## src/sv/etrlbr_pkg.sv

```systemverilog
// Shared widths and constants for the edge timestamp bit recovery block.
// No dependencies; compile first.
`default_nettype none

package etrlbr_pkg;

  localparam int STAMP_W  = 16;  // timestamp field width
  localparam int PERIOD_W = 16;  // bit period register width
  localparam int FRAME_W  = 21;  // raw frame word width
  localparam int POS_W    = 6;   // bit position counter width
  localparam int RUN_W    = 2;   // run length kept modulo 4
  localparam int DIV_W    = PERIOD_W + 1;  // interval plus half period

  localparam logic [POS_W-1:0]    POS_MAX          = 6'd63;
  localparam logic [PERIOD_W-1:0] BIT_PERIOD_RESET = 16'd448;

endpackage : etrlbr_pkg

`default_nettype wire

```

## src/sv/etrlbr_in_if.sv

```systemverilog
// Edge channel: valid/ready with one captured edge timestamp and frame marks.
// Depends on etrlbr_pkg.
`default_nettype none

interface etrlbr_in_if;
  import etrlbr_pkg::*;

  logic               valid;
  logic               ready;
  logic [STAMP_W-1:0] timestamp;
  logic               first_edge;
  logic               last_edge;

  modport source (output valid, output timestamp, output first_edge, output last_edge,
                  input ready);
  modport sink   (input valid, input timestamp, input first_edge, input last_edge,
                  output ready);
endinterface : etrlbr_in_if

`default_nettype wire

```

## src/sv/etrlbr_out_if.sv

```systemverilog
// Frame channel: valid/ready with one recovered raw frame word.
// Depends on etrlbr_pkg.
`default_nettype none

interface etrlbr_out_if;
  import etrlbr_pkg::*;

  logic               valid;
  logic               ready;
  logic [FRAME_W-1:0] raw_frame;

  modport source (output valid, output raw_frame, input ready);
  modport sink   (input valid, input raw_frame, output ready);
endinterface : etrlbr_out_if

`default_nettype wire

```

## src/sv/etrlbr_div.sv

```systemverilog
// Bit-serial restoring divider: one quotient bit per cycle, low two bits kept.
// Depends on etrlbr_pkg.
`default_nettype none

module etrlbr_div (
  input  logic                              clk,
  input  logic                              rst,
  input  logic                              start,
  input  logic [etrlbr_pkg::DIV_W-1:0]      dividend,
  input  logic [etrlbr_pkg::PERIOD_W-1:0]   divisor,
  output logic                              done,
  output logic [etrlbr_pkg::RUN_W-1:0]      quot_lo
);
  import etrlbr_pkg::*;

  localparam int CNT_W = $clog2(DIV_W + 1);

  logic                busy;
  logic [CNT_W-1:0]    count;
  logic [PERIOD_W-1:0] rem;
  logic [DIV_W-1:0]    dvd;
  logic [PERIOD_W-1:0] dsr;
  logic [RUN_W-1:0]    quot;

  logic [PERIOD_W:0]   trial;
  logic [PERIOD_W:0]   diff;
  logic                fits;

  assign trial = {rem, dvd[DIV_W-1]};
  assign diff  = trial - {1'b0, dsr};
  assign fits  = (trial >= {1'b0, dsr});

  always_ff @(posedge clk) begin
    if (rst) begin
      busy  <= 1'b0;
      count <= '0;
      done  <= 1'b0;
    end else begin
      done <= 1'b0;
      if (start) begin
        busy  <= 1'b1;
        count <= CNT_W'(DIV_W);
      end else if (busy) begin
        count <= count - CNT_W'(1);
        if (count == CNT_W'(1)) begin
          busy <= 1'b0;
          done <= 1'b1;
        end
      end
    end
  end

  // Datapath: shift one dividend bit into the partial remainder per cycle.
  always_ff @(posedge clk) begin
    if (start) begin
      rem  <= '0;
      dvd  <= dividend;
      dsr  <= divisor;
      quot <= '0;
    end else if (busy) begin
      rem  <= fits ? diff[PERIOD_W-1:0] : trial[PERIOD_W-1:0];
      dvd  <= {dvd[DIV_W-2:0], 1'b0};
      quot <= {quot[RUN_W-2:0], fits};
    end
  end

  assign quot_lo = quot;

endmodule : etrlbr_div

`default_nettype wire

```

## src/sv/edge_timestamp_run_length_bit_recovery.sv

```systemverilog
// Edge timestamp run-length bit recovery, top level.
// Sequence: a measured edge (no first mark) is accepted in S_IDLE, divided bit-serially
//   in S_DIVIDE and applied on divider done; a last edge, also a first one, then passes
//   S_FINISH, which loads the output register once it is free.
// Edges are taken only in S_IDLE, so a new edge waits until the previous one is through.
// Reset (rst, synchronous, active high) clears decode state and sets bit_period to 448.
`default_nettype none

module edge_timestamp_run_length_bit_recovery #(
  parameter int LAST_BIT_POSITION = 20,
  parameter int STAMP_BITS        = 16
) (
  input  logic                             clk,
  input  logic                             rst,
  etrlbr_in_if.sink                        edges,
  etrlbr_out_if.source                     frames,
  input  logic                             cfg_wr_en,
  input  logic [etrlbr_pkg::PERIOD_W-1:0]  cfg_wr_data
);
  import etrlbr_pkg::*;

  // Timestamps never carry more than the field width.
  localparam int SW = (STAMP_BITS < STAMP_W) ? STAMP_BITS : STAMP_W;

  typedef enum logic [2:0] {
    S_IDLE   = 3'b001,
    S_DIVIDE = 3'b010,
    S_FINISH = 3'b100
  } state_t;

  state_t              state;
  logic [PERIOD_W-1:0] bit_period;
  logic [SW-1:0]       previous_stamp;
  logic                line_level;
  logic [POS_W-1:0]    bit_position;
  logic [FRAME_W-1:0]  frame_acc;
  logic                last_pending;
  logic                out_valid;
  logic [FRAME_W-1:0]  out_frame;

  logic                accept;
  logic                div_start;
  logic                div_done;
  logic [RUN_W-1:0]    runs;
  logic [PERIOD_W-1:0] period_eff;
  logic [SW-1:0]       interval;
  logic [DIV_W-1:0]    dividend;
  logic [POS_W:0]      pos_sum;
  logic [FRAME_W-1:0]  run_mask;
  logic [FRAME_W-1:0]  fill_mask;
  logic                out_free;

  // Take a new edge only between items; a full output register stalls only the finishing step.
  assign edges.ready = (state == S_IDLE);
  assign accept      = edges.valid && edges.ready;
  assign div_start   = accept && !edges.first_edge;

  // A zero period behaves as one tick; round to nearest by adding half a period.
  assign period_eff = (bit_period == '0) ? PERIOD_W'(1) : bit_period;
  assign interval   = edges.timestamp[SW-1:0] - previous_stamp;
  assign dividend   = DIV_W'(interval) + DIV_W'(period_eff[PERIOD_W-1:1]);

  etrlbr_div u_div (
    .clk      (clk),
    .rst      (rst),
    .start    (div_start),
    .dividend (dividend),
    .divisor  (period_eff),
    .done     (div_done),
    .quot_lo  (runs)
  );

  // Frame bit i holds position LAST_BIT_POSITION - i; positions past the frame drop out.
  always_comb begin
    for (int i = 0; i < FRAME_W; i++) begin
      run_mask[i]  = (LAST_BIT_POSITION - i >= 0) &&
                     (LAST_BIT_POSITION - i >= int'(bit_position)) &&
                     (LAST_BIT_POSITION - i <  int'(bit_position) + int'(runs));
      fill_mask[i] = (LAST_BIT_POSITION - i >= 0) &&
                     (LAST_BIT_POSITION - i >= int'(bit_position));
    end
  end

  assign pos_sum  = {1'b0, bit_position} + (POS_W + 1)'(runs);
  assign out_free = !out_valid || frames.ready;

  always_ff @(posedge clk) begin
    if (rst) begin
      state          <= S_IDLE;
      bit_period     <= BIT_PERIOD_RESET;
      previous_stamp <= '0;
      line_level     <= 1'b0;
      bit_position   <= '0;
      frame_acc      <= '0;
      last_pending   <= 1'b0;
      out_valid      <= 1'b0;
    end else begin
      if (cfg_wr_en) begin
        bit_period <= cfg_wr_data;
      end

      // Load a finished frame when the register is free; drop the held frame
      // once the sink takes the transfer.
      if (state == S_FINISH && out_free) begin
        out_valid <= 1'b1;
      end else if (frames.ready) begin
        out_valid <= 1'b0;
      end

      unique case (state)
        S_IDLE: begin
          if (accept) begin
            previous_stamp <= edges.timestamp[SW-1:0];
            last_pending   <= edges.last_edge;
            if (edges.first_edge) begin
              // First edge is only the reference: restart the frame.
              line_level   <= 1'b0;
              bit_position <= '0;
              frame_acc    <= '0;
              state        <= edges.last_edge ? S_FINISH : S_IDLE;
            end else begin
              state <= S_DIVIDE;
            end
          end
        end
        S_DIVIDE: begin
          if (div_done) begin
            // A high run sets its positions; then flip level and advance.
            if (line_level) begin
              frame_acc <= frame_acc | run_mask;
            end
            line_level   <= !line_level;
            bit_position <= (pos_sum > (POS_W + 1)'(POS_MAX)) ? POS_MAX
                                                                : pos_sum[POS_W-1:0];
            state        <= last_pending ? S_FINISH : S_IDLE;
          end
        end
        S_FINISH: begin
          // Fill every unreached position with ones; the fill stays in the word.
          if (out_free) begin
            frame_acc <= frame_acc | fill_mask;
            state     <= S_IDLE;
          end
        end
        default: begin
          state <= S_IDLE;
        end
      endcase
    end
  end

  // Output payload register, loaded only when free.
  always_ff @(posedge clk) begin
    if (state == S_FINISH && out_free) begin
      out_frame <= frame_acc | fill_mask;
    end
  end

  assign frames.valid     = out_valid;
  assign frames.raw_frame = out_frame;

endmodule : edge_timestamp_run_length_bit_recovery

`default_nettype wire

```

## src/flat_wrapper.sv

```systemverilog
// flat-port wrapper written by rule: the top's interface ports become plain ports
module edge_timestamp_run_length_bit_recovery_flat import etrlbr_pkg::*;
#(
  parameter int LAST_BIT_POSITION = 20,
  parameter int STAMP_BITS        = 16
)
  (clk, rst, cfg_wr_en, cfg_wr_data, edges_valid, edges_timestamp, edges_first_edge, edges_last_edge, edges_ready, frames_valid, frames_raw_frame, frames_ready);
  etrlbr_in_if edges_i ();
  etrlbr_out_if frames_i ();
  input  logic clk;
  input  logic rst;
  input  logic cfg_wr_en;
  input  logic [etrlbr_pkg::PERIOD_W-1:0] cfg_wr_data;
  input wire logic [$bits(edges_i.valid)-1:0] edges_valid;
  input wire logic [$bits(edges_i.timestamp)-1:0] edges_timestamp;
  input wire logic [$bits(edges_i.first_edge)-1:0] edges_first_edge;
  input wire logic [$bits(edges_i.last_edge)-1:0] edges_last_edge;
  output wire logic [$bits(edges_i.ready)-1:0] edges_ready;
  output wire logic [$bits(frames_i.valid)-1:0] frames_valid;
  output wire logic [$bits(frames_i.raw_frame)-1:0] frames_raw_frame;
  input wire logic [$bits(frames_i.ready)-1:0] frames_ready;
  assign edges_i.valid = edges_valid;
  assign edges_i.timestamp = edges_timestamp;
  assign edges_i.first_edge = edges_first_edge;
  assign edges_i.last_edge = edges_last_edge;
  assign edges_ready = edges_i.ready;
  assign frames_valid = frames_i.valid;
  assign frames_raw_frame = frames_i.raw_frame;
  assign frames_i.ready = frames_ready;
  edge_timestamp_run_length_bit_recovery #(.LAST_BIT_POSITION(LAST_BIT_POSITION), .STAMP_BITS(STAMP_BITS)) u_core (.clk(clk), .rst(rst), .edges(edges_i), .frames(frames_i), .cfg_wr_en(cfg_wr_en), .cfg_wr_data(cfg_wr_data));
endmodule
```

## config.mk

```make
export PLATFORM = sky130hd
export DESIGN_NAME = edge_timestamp_run_length_bit_recovery_flat
export DESIGN_NICKNAME = d
export VERILOG_FILES = /design/src/sv/etrlbr_pkg.sv /design/src/sv/etrlbr_in_if.sv /design/src/sv/etrlbr_out_if.sv /design/src/sv/etrlbr_div.sv /design/src/sv/edge_timestamp_run_length_bit_recovery.sv /design/src/flat_wrapper.sv
export SDC_FILE = /design/constraint.sdc
export NUM_CORES = 1
export LEC_CHECK = 0
export ABC_CLOCK_PERIOD_IN_PS = 4500
export CAP_MARGIN = 20
export CELL_PAD_IN_SITES_DETAIL_PLACEMENT = 1
export CELL_PAD_IN_SITES_GLOBAL_PLACEMENT = 1
export CORE_UTILIZATION = 47
export CTS_BUF_LIST = sky130_fd_sc_hd__clkbuf_4 sky130_fd_sc_hd__clkbuf_8
export CTS_CLUSTER_DIAMETER = 30
export DETAILED_ROUTE_END_ITERATION = 8
export DONT_BUFFER_PORTS = 1
export GPL_TIMING_DRIVEN = 0
export PLACE_DENSITY_LB_ADDON = 0.1
export SETUP_SLACK_MARGIN = 0.3
export SLEW_MARGIN = 20
export SYNTH_ARGS = -nofsm -noshare
export SYNTH_HDL_FRONTEND = slang
export SYNTH_HIERARCHICAL = 1
export SYNTH_SLANG_ARGS = --single-unit
export TNS_END_PERCENT = 30
```

## constraint.sdc

```tcl
create_clock -name clk -period 4.5 [get_ports clk]
set_input_delay 0.45 -clock clk [delete_from_list [all_inputs] [get_ports clk]]
set_output_delay 0.45 -clock clk [all_outputs]
set_load 0.01 [all_outputs]
```

# Yosys cells after proc, flatten, opt, wreduce, memory -nomap -nowiden

Cells that the tools add are included.

Add/subtract/negate cells: 6
Order comparisons: 44
Equality and inequality tests: 9
Muxes and demuxes: 34
Bitwise logic cells: 3
Reduce and logical (&&, ||, !) cells: 39

Operators with widths:

| cell                                                             | number |
|---|---|
| less-than comparator 5 x 32 -> 1 bit, first input constant       | 8 |
| less-than comparator 6 x 32 -> 1 bit, first input constant       | 5 |
| less-than comparator 4 x 32 -> 1 bit, first input constant       | 4 |
| two-way mux 21 bit                                               | 5 |
| less-than comparator 3 x 32 -> 1 bit, first input constant       | 2 |
| case mux 21 bit (3 select lines)                                 | 1 |
| greater-or-equal comparator 4 x 6 -> 1 bit, first input constant | 8 |
| OR 21 bit                                                        | 2 |
| two-way mux 17 bit                                               | 2 |
| less-than comparator 1 x 32 -> 1 bit, first input constant       | 1 |
| less-than comparator 2 x 32 -> 1 bit, first input constant       | 1 |
| two-way mux 16 bit                                               | 2 |
| subtractor 16 bit                                                | 2 |
| greater-or-equal comparator 5 x 6 -> 1 bit, first input constant | 5 |
| greater-or-equal comparator 3 x 6 -> 1 bit, first input constant | 4 |
| logical AND 1 bit                                                | 24 |
| two-way mux 6 bit                                                | 4 |
| two-way mux 3 bit                                                | 6 |
| adder 16 x 15 -> 17 bit                                          | 1 |
| greater-or-equal comparator 17 x 16 -> 1 bit                     | 1 |
| zero test 16 bit                                                 | 1 |
| adder 6 x 2 -> 7 bit                                             | 2 |
| greater-or-equal comparator 1 x 6 -> 1 bit, first input constant | 2 |
| greater-or-equal comparator 2 x 6 -> 1 bit, first input constant | 2 |
| other kinds (24)                                                 | 40 |

Register bits: 144
Input bits: 39
Output and inout bits: 23
Logic and storage cells: 153

# Logic depth before layout (Yosys ltp)

Gate-level depths: netlist of the first run.

Word-level depth: 7
Gate-level depth with buffers: 18

# By module

The synthesis of the first run kept the hierarchy.

By module, submodules not included:

| module                                 | times used | cells each | area each (um^2) |
|---|---|---|---|
| edge_timestamp_run_length_bit_recovery | 1          | 636        | 5271.3 |
| etrlbr_div                             | 1          | 284        | 3059.2 |

# Worst setup path before layout of the first run

No wires, ideal clock.

Path type: input port to flip-flop
Start point: input edges_timestamp[0]
End point: register u_core.u_div.dvd[16] (data pin)
Setup time: 0.260 ns
Data arrival time: 3.461 ns
Slack: 0.779 ns
Stages: 18
Buffers on the path: 0
Cells stage by stage: inv_1 ha_1 fa_1 nor2b_1 o21ai_0 a21bo_2 a211o_1 nand2_1 a21oi_1 xnor2_1 ha_1 and3_1 o211ai_1 a31oi_1 o21a_1 o21a_1 o21a_1 mux2_2

Longest elaborated chain between the ends: 3

RTL lines:

| element                       | line                                         | source |
|---|---|---|
| from (decl)                   | flat_wrapper.sv:15                           | `input wire logic [$bits(edges_i.timestamp)-1:0] edges_timestamp;` |
| subtractor 16 bit             | edge_timestamp_run_length_bit_recovery.sv:60 | `assign interval = edges.timestamp[SW-1:0] - previous_stamp;` |
| adder 16 x 15 -> 17 bit       | edge_timestamp_run_length_bit_recovery.sv:61 | `assign dividend = DIV_W'(interval) + DIV_W'(period_eff[PERIOD_W-1:1]);` |
| named net u_core.dividend[16] | edge_timestamp_run_length_bit_recovery.sv:47 | `logic [DIV_W-1:0] dividend;` |
| two-way mux 17 bit            | etrlbr_div.sv:55                             | `if (start) begin` |
| to (signal assigned)          | etrlbr_div.sv:57                             | `dvd <= dividend;` |
| to (signal assigned)          | etrlbr_div.sv:62                             | `dvd <= {dvd[DIV_W-2:0], 1'b0};` |
| to (decl)                     | etrlbr_div.sv:21                             | `logic [DIV_W-1:0] dvd;` |

The timed path passes the listed nets, and every way through them passes these cells.
A chain may end at the register's enable or synchronous reset.

# Worst setup path in the final report of the first run

Start point: register u_core.previous_stamp[1]
End point: register u_core.u_div.dvd[16] (data pin)

Longest elaborated chain between the ends: 3

RTL lines:

| element                       | line                                          | source |
|---|---|---|
| from (decl)                   | edge_timestamp_run_length_bit_recovery.sv:33  | `logic [SW-1:0] previous_stamp;` |
| from (signal assigned)        | edge_timestamp_run_length_bit_recovery.sv:113 | `previous_stamp <= edges.timestamp[SW-1:0];` |
| subtractor 16 bit             | edge_timestamp_run_length_bit_recovery.sv:60  |  |
| adder 16 x 15 -> 17 bit       | edge_timestamp_run_length_bit_recovery.sv:61  |  |
| named net u_core.dividend[16] | edge_timestamp_run_length_bit_recovery.sv:47  |  |
| two-way mux 17 bit            | etrlbr_div.sv:55                              |  |

The timed path passes the listed nets, and every way through them passes these cells.

==> impl_metrics.py, run 1 <==
metrics = {
    "clocking": {
        "clkLatencyLatePin_ns": 0.46,
        "clock-sinks": 144,
        "cts_max_path_buffers": 2,
        "cts.hold.buffers_added": 0,
        "ctsHtreeMaxLevel": 4,
        "path_clk_slew_ns": 0.08,
        "cts_tree": "built",
        "cts_buffers": 17,
        "cts_root_buf": "clkbuf_8",
    },
    "cells_and_area": {
        "final_cells": 1182,
        "final_common_cell": "nand2_1",
        "nets": 1038,
        "final-seq-area_um2": 3425,
        "final_cell_mix": "90 x nand2_1, 89 x dfxtp_1, 85 x nor2_1",
        "multi_input_area_um2": 4464,
        "area_growth_pct": 8.546,
        "n_antenna_cell": 0,
        "nFillCells": 2017,
        "drive_above_1_share_pct": 10.03,
    },
    "synthesis": {
        "synth_top_area_share_pct": 21.63,
        "async_flop_share_pct": 0,
        "synth_top_cell_by_area": "dfxtp_1",
        "synth_seq_cells": 144,
        "syn_inst": 920,
        "syn_area_per_cell_um2": 9.055,
        "yosysWarnings": 6,
        "syn-num-nets": 1014,
        "synth_edf_count": 54,
        "ys.flop_type": "dfxtp_1",
        "synth_area_leaders": "dfxtp_1 22%, edfxtp_1 19%, ha_1 7.7%",
        "ys_seq_area_share_pct": 41.09,
        "ys_types": 74,
        "syn-cell-area_um2": 8330,
    },
    "routing": {
        "wirelength_um": 22240,
        "firstDrtPassIters": 5,
        "drc_errors": 0,
        "routedWlPerCell_um": 18.82,
        "dr_total_vias": 6851,
        "drtIter0Drc": 318,
        "postRouteAntennaNets": 0,
        "viasPerCell": 5.796,
    },
    "power": {
        "p_per_area_nw_per_um2": 445.7,
        "power_w": 0.004030,
        "ir_drop_mv": 0.1936,
        "p_leak_nw": 3.573,
    },
    "grt": {
        "grt_pass1_vias": 7129,
        "grt_overflow_total": 0,
        "grt_use_total_pct": 25.35,
        "grt_max_degree": 18,
        "grt_pass1_wl_um": 35960,
        "grt_antenna_before_repair": 0,
    },
    "die": {
        "rows": 48,
        "io_pins": 62,
        "start_util_pct": 48.16,
        "die_area_um2": 18260,
        "die_w_um": 135.1,
        "chipHeight_um": 135.1,
        "core_area_um2": 17300,
    },
    "sta": {
        "fin_crit_ns": 4.118,
        "hold_viol_final": 0,
        "post-route-period-util_pct": 91.52,
        "skew_ns": 0.01197,
        "rsz0062_at_grt": "yes",
        "relSlewSlack_pct": 49.38,
        "finalSetupViolCount": 0,
        "tightest_slew_ns": 0.7529,
        "tns_ns": 0,
        "drv_slew": 0,
        "max_freq_mhz": 242.8,
    },
    "placed_design": {
        "dp_hpwl_um": 17020,
        "io_buffers": 0,
        "gp_congestion": 0.8470,
        "dp.cells": 1147,
    },
    "outcome": {
        "outcome": "completed",
    },
    "flow_run": {
        "cap_viol_max_count": 0,
    },
    "critical_path": {
        "cp-end-kind": "flip-flop",
        "cp.required_ns": 4.71,
        "path_class": "flip-flop to flip-flop",
        "cp-start-kind": "flip-flop",
        "cp_max_fo": 4,
        "arrival_ns": 4.33,
    },
    "worst_hold_path": {
        "hp-class": "input pin to flip-flop",
    },
}
cells in the mapped netlist (all sizes together), types with 3 or more instances:
cell / count
nand2b: 12
a21o: 21
inv: 66
nor3b: 11
mux2i: 26
and3: 4
mux2: 16
clkbuf: 35
o31ai: 9
a22o: 3
nand3: 6
o2111a: 3
o41ai: 3
a31oi: 10
o211ai: 7
xor2: 15
nand2: 90
edfxtp: 54
dfxtp: 90
xnor2: 30
o21ai: 47
a211oi: 23
nor2b: 9
buf: 15
and2: 8
a32oi: 5
fa: 4
nor2: 88
o21a: 13
a21oi: 86
or2: 7
nor4: 5
nor3: 19
ha: 51
power by group:
part | internal, W | switching, W
registers | 0.00150 | 0.000101
logic | 0.000626 | 0.000835
clock network | 0.000438 | 0.000528
total | 0.00257 | 0.00146
worst max-delay path, stage by stage, from the launching register on:
cell	delay (ns)
dfxtp_2	0.37
inv_1	0.05
ha_1	0.28
nor2b_1	0.16
o31ai_2	0.31
a21oi_2	0.11
a21o_1	0.23
a21o_1	0.21
a21oi_1	0.23
xnor2_1	0.21
ha_1	0.33
a21o_1	0.21
a21oi_2	0.16
a31oi_1	0.14
o21a_1	0.22
o21a_1	0.19
o21a_1	0.18
mux2_2	0.28
logic make-up (layout without fill, tap and decap cells):
kind of cell               Yosys count  after routing  synth area share (%)
DFF                                144            144                 41.09
muxes                               42             42                 5.287
xor gates and xnor gates            45             45                 4.821
adders and majority gates           55             55                 8.621
and+or+nand+nor                    270            270                 15.27
buffers and inverters              116            153                 5.632
AOI/OAI and AO/OA                  248            248                 19.27
path summary, 6_finish.rpt:
path	startpoint	end	slack, ns	cells past startpoint
setup / recovery	u_core/previous_stamp[1]	u_core/u_div/dvd[16]	0.38	17
hold / removal	rst	u_core/u_div/count[4]	0.06	1
setup reg to reg	u_core/previous_stamp[1]	u_core/u_div/dvd[16]	0.38	17
hold reg to reg	u_core/previous_stamp[12]	u_core/previous_stamp[12]	0.46	2
stage by stage:
stage	utilization, %	setup WS, ns	instance area, µm²	hold slack [ns]
after floorplan	-	0.7791	8330	0.4293
after global placement	49.79	0.2378	8612	0.4417
after detailed placement	49.95	0.1729	8640	0.4468
after CTS	52.11	0.3143	9014	0.04305
after global routing	52.28	0.2304	9042	0.04060
final	52.28	0.3817	9042	0.06193
flip-flops by register name, summed over array words and instances (netlist names):
signal	cells
u_core/bit_position	6
u_core/frames.valid	1
u_core/u_div/count	5
u_core/u_div/dvd	17
u_core/previous_stamp	16
u_core/u_div/dsr	16
u_core/state	3
u_core/last_pending	1
u_core/line_level	1
u_core/bit_period	16
u_core/u_div/done	1
u_core/u_div/rem	16
u_core/u_div/quot_lo	2
u_core/frame_acc	21
u_core/u_div/busy	1
u_core/frames.raw_frame	21
what timing repair did:
action,in CTS,in global routing
gates resized for setup,2,3
pin swaps,1,5
buffers inserted,1,2
endpoints found under the setup margin,1,3
final cells by class:
class	instances	share of cell area, %
clock inverters	14	1.287
flip-flops and latches	144	37.87
inverters	66	2.740
multi-input cells	660	49.37
plain buffers	50	2.449
well taps	225	3.113
clock buffers	18	2.671
repair buffers	5	0.4981
per-layer routing:
metal / vias to the layer above / GRT usage, % / part of all wire, %
li1: 3302 / - / -
met1: 3349 / 30.25 / 43
met2: 162 / 44.59 / 50
met3: 38 / 5.238 / 4.0
met4: 0 / 9.613 / 2.6
met5: - / 0 / 0
Power figures use the tool's default switching activity.
==> run 2, diff against run 1 <==
Settings changed: CORE_UTILIZATION 47 to 51.
==> run 2 against run 1 <==
Maximum frequency rose by 0.45%. Die area fell by 7.7%. Flip-flop and latch count did not move. Sequential power barely moved. Critical endpoint unchanged.
==> impl_metrics.py, run 2 (same netlist as run 1, synthesis figures left out) <==
metrics = {
    "outcome": {
        "outcome": "completed",
    },
    "die": {
        "start_util_pct": 52.25,
        "die_w_um": 129.8,
        "die_area_um2": 16850,
        "io_pins": 62,
        "chipHeight_um": 129.8,
        "rows": 46,
        "core_area_um2": 15940,
    },
    "cells_and_area": {
        "nets": 1035,
        "final_util_pct": 57.08,
        "final_cell_mix": "90 x nand2_1, 89 x dfxtp_1, 85 x nor2_1",
        "final_common_cell": "nand2_1",
        "area_growth_pct": 9.237,
        "n_antenna_cell": 0,
        "drive_above_1_share_pct": 10.27,
    },
    "critical_path": {
        "path_class": "flip-flop to flip-flop",
        "arrival_ns": 4.29,
        "cp_max_fo": 4,
        "path_cells": "ha_1 -> fa_1 -> nor2b_1 -> o21ai_0 -> a21bo_2 -> a211o_1 -> nand2_1 -> a21oi_1 -> xnor2_2 -> ha_1 -> and3_1 -> o211ai_1 -> a31oi_1 -> o21a_1 -> o21a_1 -> o21a_1 -> mux2_2",
        "crit_slowest_cell": "fa_1",
        "critPathMaxStageDelay_ns": 0.41,
        "path_delay_family": "compound AO/OA/AOI/OAI gates",
        "timing.critical_path.buf_inv": 0,
        "cp-end-kind": "flip-flop",
        "cp-start-kind": "flip-flop",
        "cp.required_ns": 4.69,
        "cpMostUsedCell": "o21a_1",
    },
    "clocking": {
        "clkLatencyLatePin_ns": 0.45,
        "cts_tree": "built",
        "cts_buffers": 17,
        "cts_root_buf": "clkbuf_8",
        "cts.hold.buffers_added": 0,
        "ctsHtreeMaxLevel": 4,
        "path_clk_slew_ns": 0.09,
        "cts_max_path_buffers": 2,
        "clock-sinks": 144,
    },
    "power": {
        "p_leak_nw": 3.606,
        "ir_drop_mv": 0.2164,
        "p_per_area_nw_per_um2": 460.6,
    },
    "sta": {
        "skew_ns": 0.01435,
        "tightest_slew_ns": 1.063,
        "tns_ns": 0,
        "relSlewSlack_pct": 28.98,
        "max_freq_mhz": 243.9,
        "hold_viol_final": 0,
        "rsz0062_at_grt": "yes",
        "drv_slew": 0,
        "post-route-period-util_pct": 91.11,
        "finalSetupViolCount": 0,
        "fin_crit_ns": 4.100,
    },
    "routing": {
        "viasPerCell": 5.874,
        "firstDrtPassIters": 4,
        "routedWlPerCell_um": 19.30,
        "drc_errors": 0,
        "drtIter0Drc": 421,
        "postRouteAntennaNets": 0,
        "dr_total_vias": 6872,
        "wirelength_um": 22580,
    },
    "grt": {
        "grt_max_degree": 18,
        "grt_antenna_before_repair": 0,
        "grt_use_total_pct": 28.08,
        "grt_pass1_vias": 7310,
        "grt_overflow_total": 0,
        "grt_pass1_wl_um": 36250,
    },
    "flow_run": {
        "cap_viol_max_count": 0,
    },
    "placed_design": {
        "dp_hpwl_um": 16760,
        "gp_congestion": 0.8708,
        "io_buffers": 0,
    },
    "worst_hold_path": {
        "hp-class": "input pin to flip-flop",
    },
}
[run 2: power by group]
part | internal, W | leakage, nW | total (W) | switching (W)
registers | 0.00150 | 1.21 | 0.00160 | 0.0000995
clock network | 0.000564 | 0.201 | 0.00111 | 0.000543
logic | 0.000624 | 2.20 | 0.00148 | 0.000859
[run 2: final timing paths]
path                                                 from                         to  slack [ns]  cells after the start
worst min register to register  u_core/previous_stamp[12]  u_core/previous_stamp[12]        0.46                      2
worst max-delay path             u_core/previous_stamp[0]       u_core/u_div/dvd[16]        0.40                     17
worst max register to register   u_core/previous_stamp[0]       u_core/u_div/dvd[16]        0.40                     17
worst min-delay path                                  rst      u_core/u_div/count[0]        0.07                      1
[run 2: per-layer routing]
metal  vias to the layer above  track usage (%)  part of all wire (%)
met5                         -                0                     0
met4                         0            15.12                   3.7
met3                        50            5.863                   3.0
met2                       126            48.63                    50
met1                      3401            32.58                    44
li1                       3295                -                     -
[run 2: layout make-up]
class                   instances  area, µm²
fillers                      1889       6843
multi-input cells             660       4488
flip-flops and latches        144       3425
well taps                     216      270.3
inverters                      66      247.7
clock buffers                  18      241.5
plain buffers                  50      221.5
clock inverters                14      183.9
repair buffers                  2      22.52
[run 2: worst register-to-register path: cells and delay by family, from the launching register on]
family,cells,cell delay (ns)
XOR/XNOR,1,0.22
adder cells (fa/ha/maj),3,0.95
AO/OA/AOI/OAI,9,1.67
flip-flops,1,0.32
multiplexers,1,0.28
AND/OR/NAND/NOR,3,0.41
[run 2: repair_timing]
action | 4_1_cts | 5_1_grt
setup buffers | 0 | 0
hold endpoints to repair | 0 | 0
setup endpoints to repair | 1 | 3
resized for setup | 2 | 8
cloned | 0 | 0
pin swaps | 0 | 1
[run 2: per-stage QoR]
stage | hold WS (ns) | cells | setup slack [ns] | instance area, µm² | power (W)
floorplan | 0.4293 | 920 | 0.7791 | 8330 | 0.002718
global placement | 0.4426 | 1136 | 0.2913 | 8601 | 0.002977
detailed placement | 0.4513 | 1138 | 0.2757 | 8628 | 0.003062
CTS | 0.02814 | 1170 | 0.3530 | 9062 | 0.004198
global route | 0.03751 | 1170 | 0.2743 | 9100 | 0.004431
finish | 0.06559 | 1170 | 0.4001 | 9100 | 0.004191
==> run 3, diff against run 2 <==
Settings changed: CORE_ASPECT_RATIO set to 0.7.
==> run 3 against run 2 <==
Via count is 0.74% higher. Total power is 0.28% lower. Largest power group unchanged. Critical path type unchanged. Clock power hardly changed.
==> impl_metrics.py, run 3 (same netlist as run 1, synthesis figures left out) <==
metrics = {
    "critical_path": {
        "path_delay_family": "compound AO/OA/AOI/OAI gates",
        "crit_slowest_cell": "or3_1",
        "path_class": "flip-flop to flip-flop",
        "cp_max_fo": 5,
        "arrival_ns": 4.20,
        "cp-end-kind": "flip-flop",
        "path_cells": "inv_1 -> ha_1 -> or3_1 -> o21ai_0 -> a21oi_2 -> a21o_1 -> a21o_1 -> a21oi_2 -> xnor2_1 -> ha_2 -> a21o_1 -> a21oi_2 -> a31oi_1 -> o21a_1 -> o21a_1 -> o21a_1 -> mux2_2",
        "cp.depth": 17,
        "reg2reg_depth": 17,
        "cp.required_ns": 4.71,
        "cp-start-kind": "flip-flop",
        "critPathMaxStageDelay_ns": 0.38,
        "timing.critical_path.buf_inv": 1,
    },
    "placed_design": {
        "io_buffers": 0,
        "gp_congestion": 0.9264,
        "dp_slack_ns": 0.3713,
        "dp_hpwl_um": 17510,
    },
    "sta": {
        "tns_ns": 0,
        "relSlewSlack_pct": 40.59,
        "drv_slew": 0,
        "skew_ns": 0.01342,
        "finalSetupViolCount": 0,
        "fin_crit_ns": 3.994,
        "tightest_slew_ns": 0.8892,
        "post-route-period-util_pct": 88.75,
        "rsz0062_at_grt": "no",
        "hold_viol_final": 0,
        "worst_slack_ns": 0.5064,
        "max_freq_mhz": 250.4,
    },
    "routing": {
        "wirelength_um": 22960,
        "viasPerCell": 5.897,
        "dr_total_vias": 6923,
        "routedWlPerCell_um": 19.56,
        "drc_errors": 0,
        "firstDrtPassIters": 5,
        "postRouteAntennaNets": 0,
        "drtIter0Drc": 515,
    },
    "cells_and_area": {
        "nFillCells": 1840,
        "final-seq-area_um2": 3425,
        "n_antenna_cell": 0,
        "drive_above_1_share_pct": 9.748,
        "nets": 1035,
        "multi_input_area_um2": 4462,
        "area_growth_pct": 8.907,
        "final_cell_mix": "90 x nand2_1, 89 x dfxtp_1, 85 x nor2_1",
        "final_common_cell": "nand2_1",
    },
    "clocking": {
        "cts_tree": "built",
        "cts_root_buf": "clkbuf_8",
        "ctsHtreeMaxLevel": 4,
        "clock-sinks": 144,
        "cts_buffers": 17,
        "clkLatencyLatePin_ns": 0.47,
        "post-cts-setup-buffer-count": 0,
        "path_clk_slew_ns": 0.09,
        "cts_max_path_buffers": 2,
    },
    "die": {
        "start_util_pct": 52.93,
        "rows": 38,
        "die_w_um": 154.8,
        "io_pins": 62,
        "die_area_um2": 16860,
        "core_area_um2": 15740,
        "chipHeight_um": 108.9,
    },
    "power": {
        "seqPwrFrac_pct": 38.4,
        "p_comb_share_pct": 35.1,
        "pwr-share-clk_pct": 26.5,
        "p_leak_nw": 3.590,
        "ir_drop_mv": 0.1655,
        "p_per_area_nw_per_um2": 460.7,
        "p_int_w": 0.002675,
        "power.switching_w": 0.001504,
        "p_sw_share_pct": 35.99,
    },
    "grt": {
        "grt_antenna_before_repair": 0,
        "grt_overflow_total": 0,
        "grt_pass1_vias": 7069,
        "grt_pass1_wl_um": 37200,
        "grt_use_total_pct": 28.83,
        "grt_max_degree": 18,
    },
    "outcome": {
        "outcome": "completed",
    },
    "flow_run": {
        "cap_viol_max_count": 0,
    },
    "worst_hold_path": {
        "holdPathStages": 1,
        "hp-class": "input pin to flip-flop",
    },
}
-- run 3: cell count changes in the layout (fill, tap and decap cells not counted) --
| cell | before | now |
|---|---|---|
| xnor2_2 | 3 | 0 |
| clkinvlp_4 | 4 | 3 |
| clkinv_1 | 0 | 1 |
| a21oi_2 | 7 | 6 |
| clkinv_2 | 0 | 1 |
| xnor2_1 | 27 | 30 |
| clkbuf_4 | 1 | 0 |
| a21oi_1 | 79 | 80 |
-- run 3: final timing paths --
kind	startpoint	to	slack, ns
hold / removal	rst	u_core/u_div/count[4]	0.04
setup reg to reg	u_core/previous_stamp[4]	u_core/u_div/dvd[16]	0.51
hold reg to reg	u_core/previous_stamp[10]	u_core/previous_stamp[10]	0.46
setup / recovery	u_core/previous_stamp[4]	u_core/u_div/dvd[16]	0.51
-- run 3: layout make-up --
cell class                 instances  share of cell area, %
timing repair buffer               2                 0.2482
inverter                          66                  2.731
tap                              220                  3.034
sequential                       144                  37.75
clock inverter                    15                  2.041
buffer                            50                  2.441
clock buffer                      17                  2.579
multi-input combinational        660                  49.18
-- run 3: power groups by stage --
stage | Sequential, W | Combinational (W) | Clock [W]
4_1_cts | 0.00161 | 0.00145 | 0.00113
3_3_place_gp | 0.00162 | 0.00134 | 0
6_report | 0.00161 | 0.00146 | 0.00111
3_5_place_dp | 0.00163 | 0.00143 | 0
5_1_grt | 0.00162 | 0.00161 | 0.00119
2_1_floorplan | 0.00160 | 0.00112 | 0
-- run 3: repair_timing --
item                       in CTS  in global routing
pin swaps                       0                  1
cloned                          0                  0
resized for setup               1                  5
setup endpoints to repair       1                  2
hold buffers                    0                  0
-- run 3: layer usage --
layer | GRT usage, % | wire (µm) | vias up | share of wire (%)
met3 | 7.035 | 1535 | 27 | 6.7
met4 | 8.416 | 277 | 0 | 1.2
met2 | 44.99 | 10150 | 208 | 44
met1 | 39.70 | 10990 | 3394 | 48
li1 | - | - | 3294 | -
met5 | 0 | 0 | - | 0
-- run 3: through the flow --
stage	power, W	instance area (µm²)	std cells	hold WS [ns]	util [%]
after CTS	0.004179	9056	1174	0.01755	57.54
final	0.004179	9072	1174	0.04021	57.65
after global placement	0.002960	8606	1140	0.4428	54.68
after global routing	0.004426	9072	1174	0.01198	57.65
after detailed placement	0.003061	8633	1142	0.4476	54.86
after floorplan	0.002718	8330	920	0.4293	-
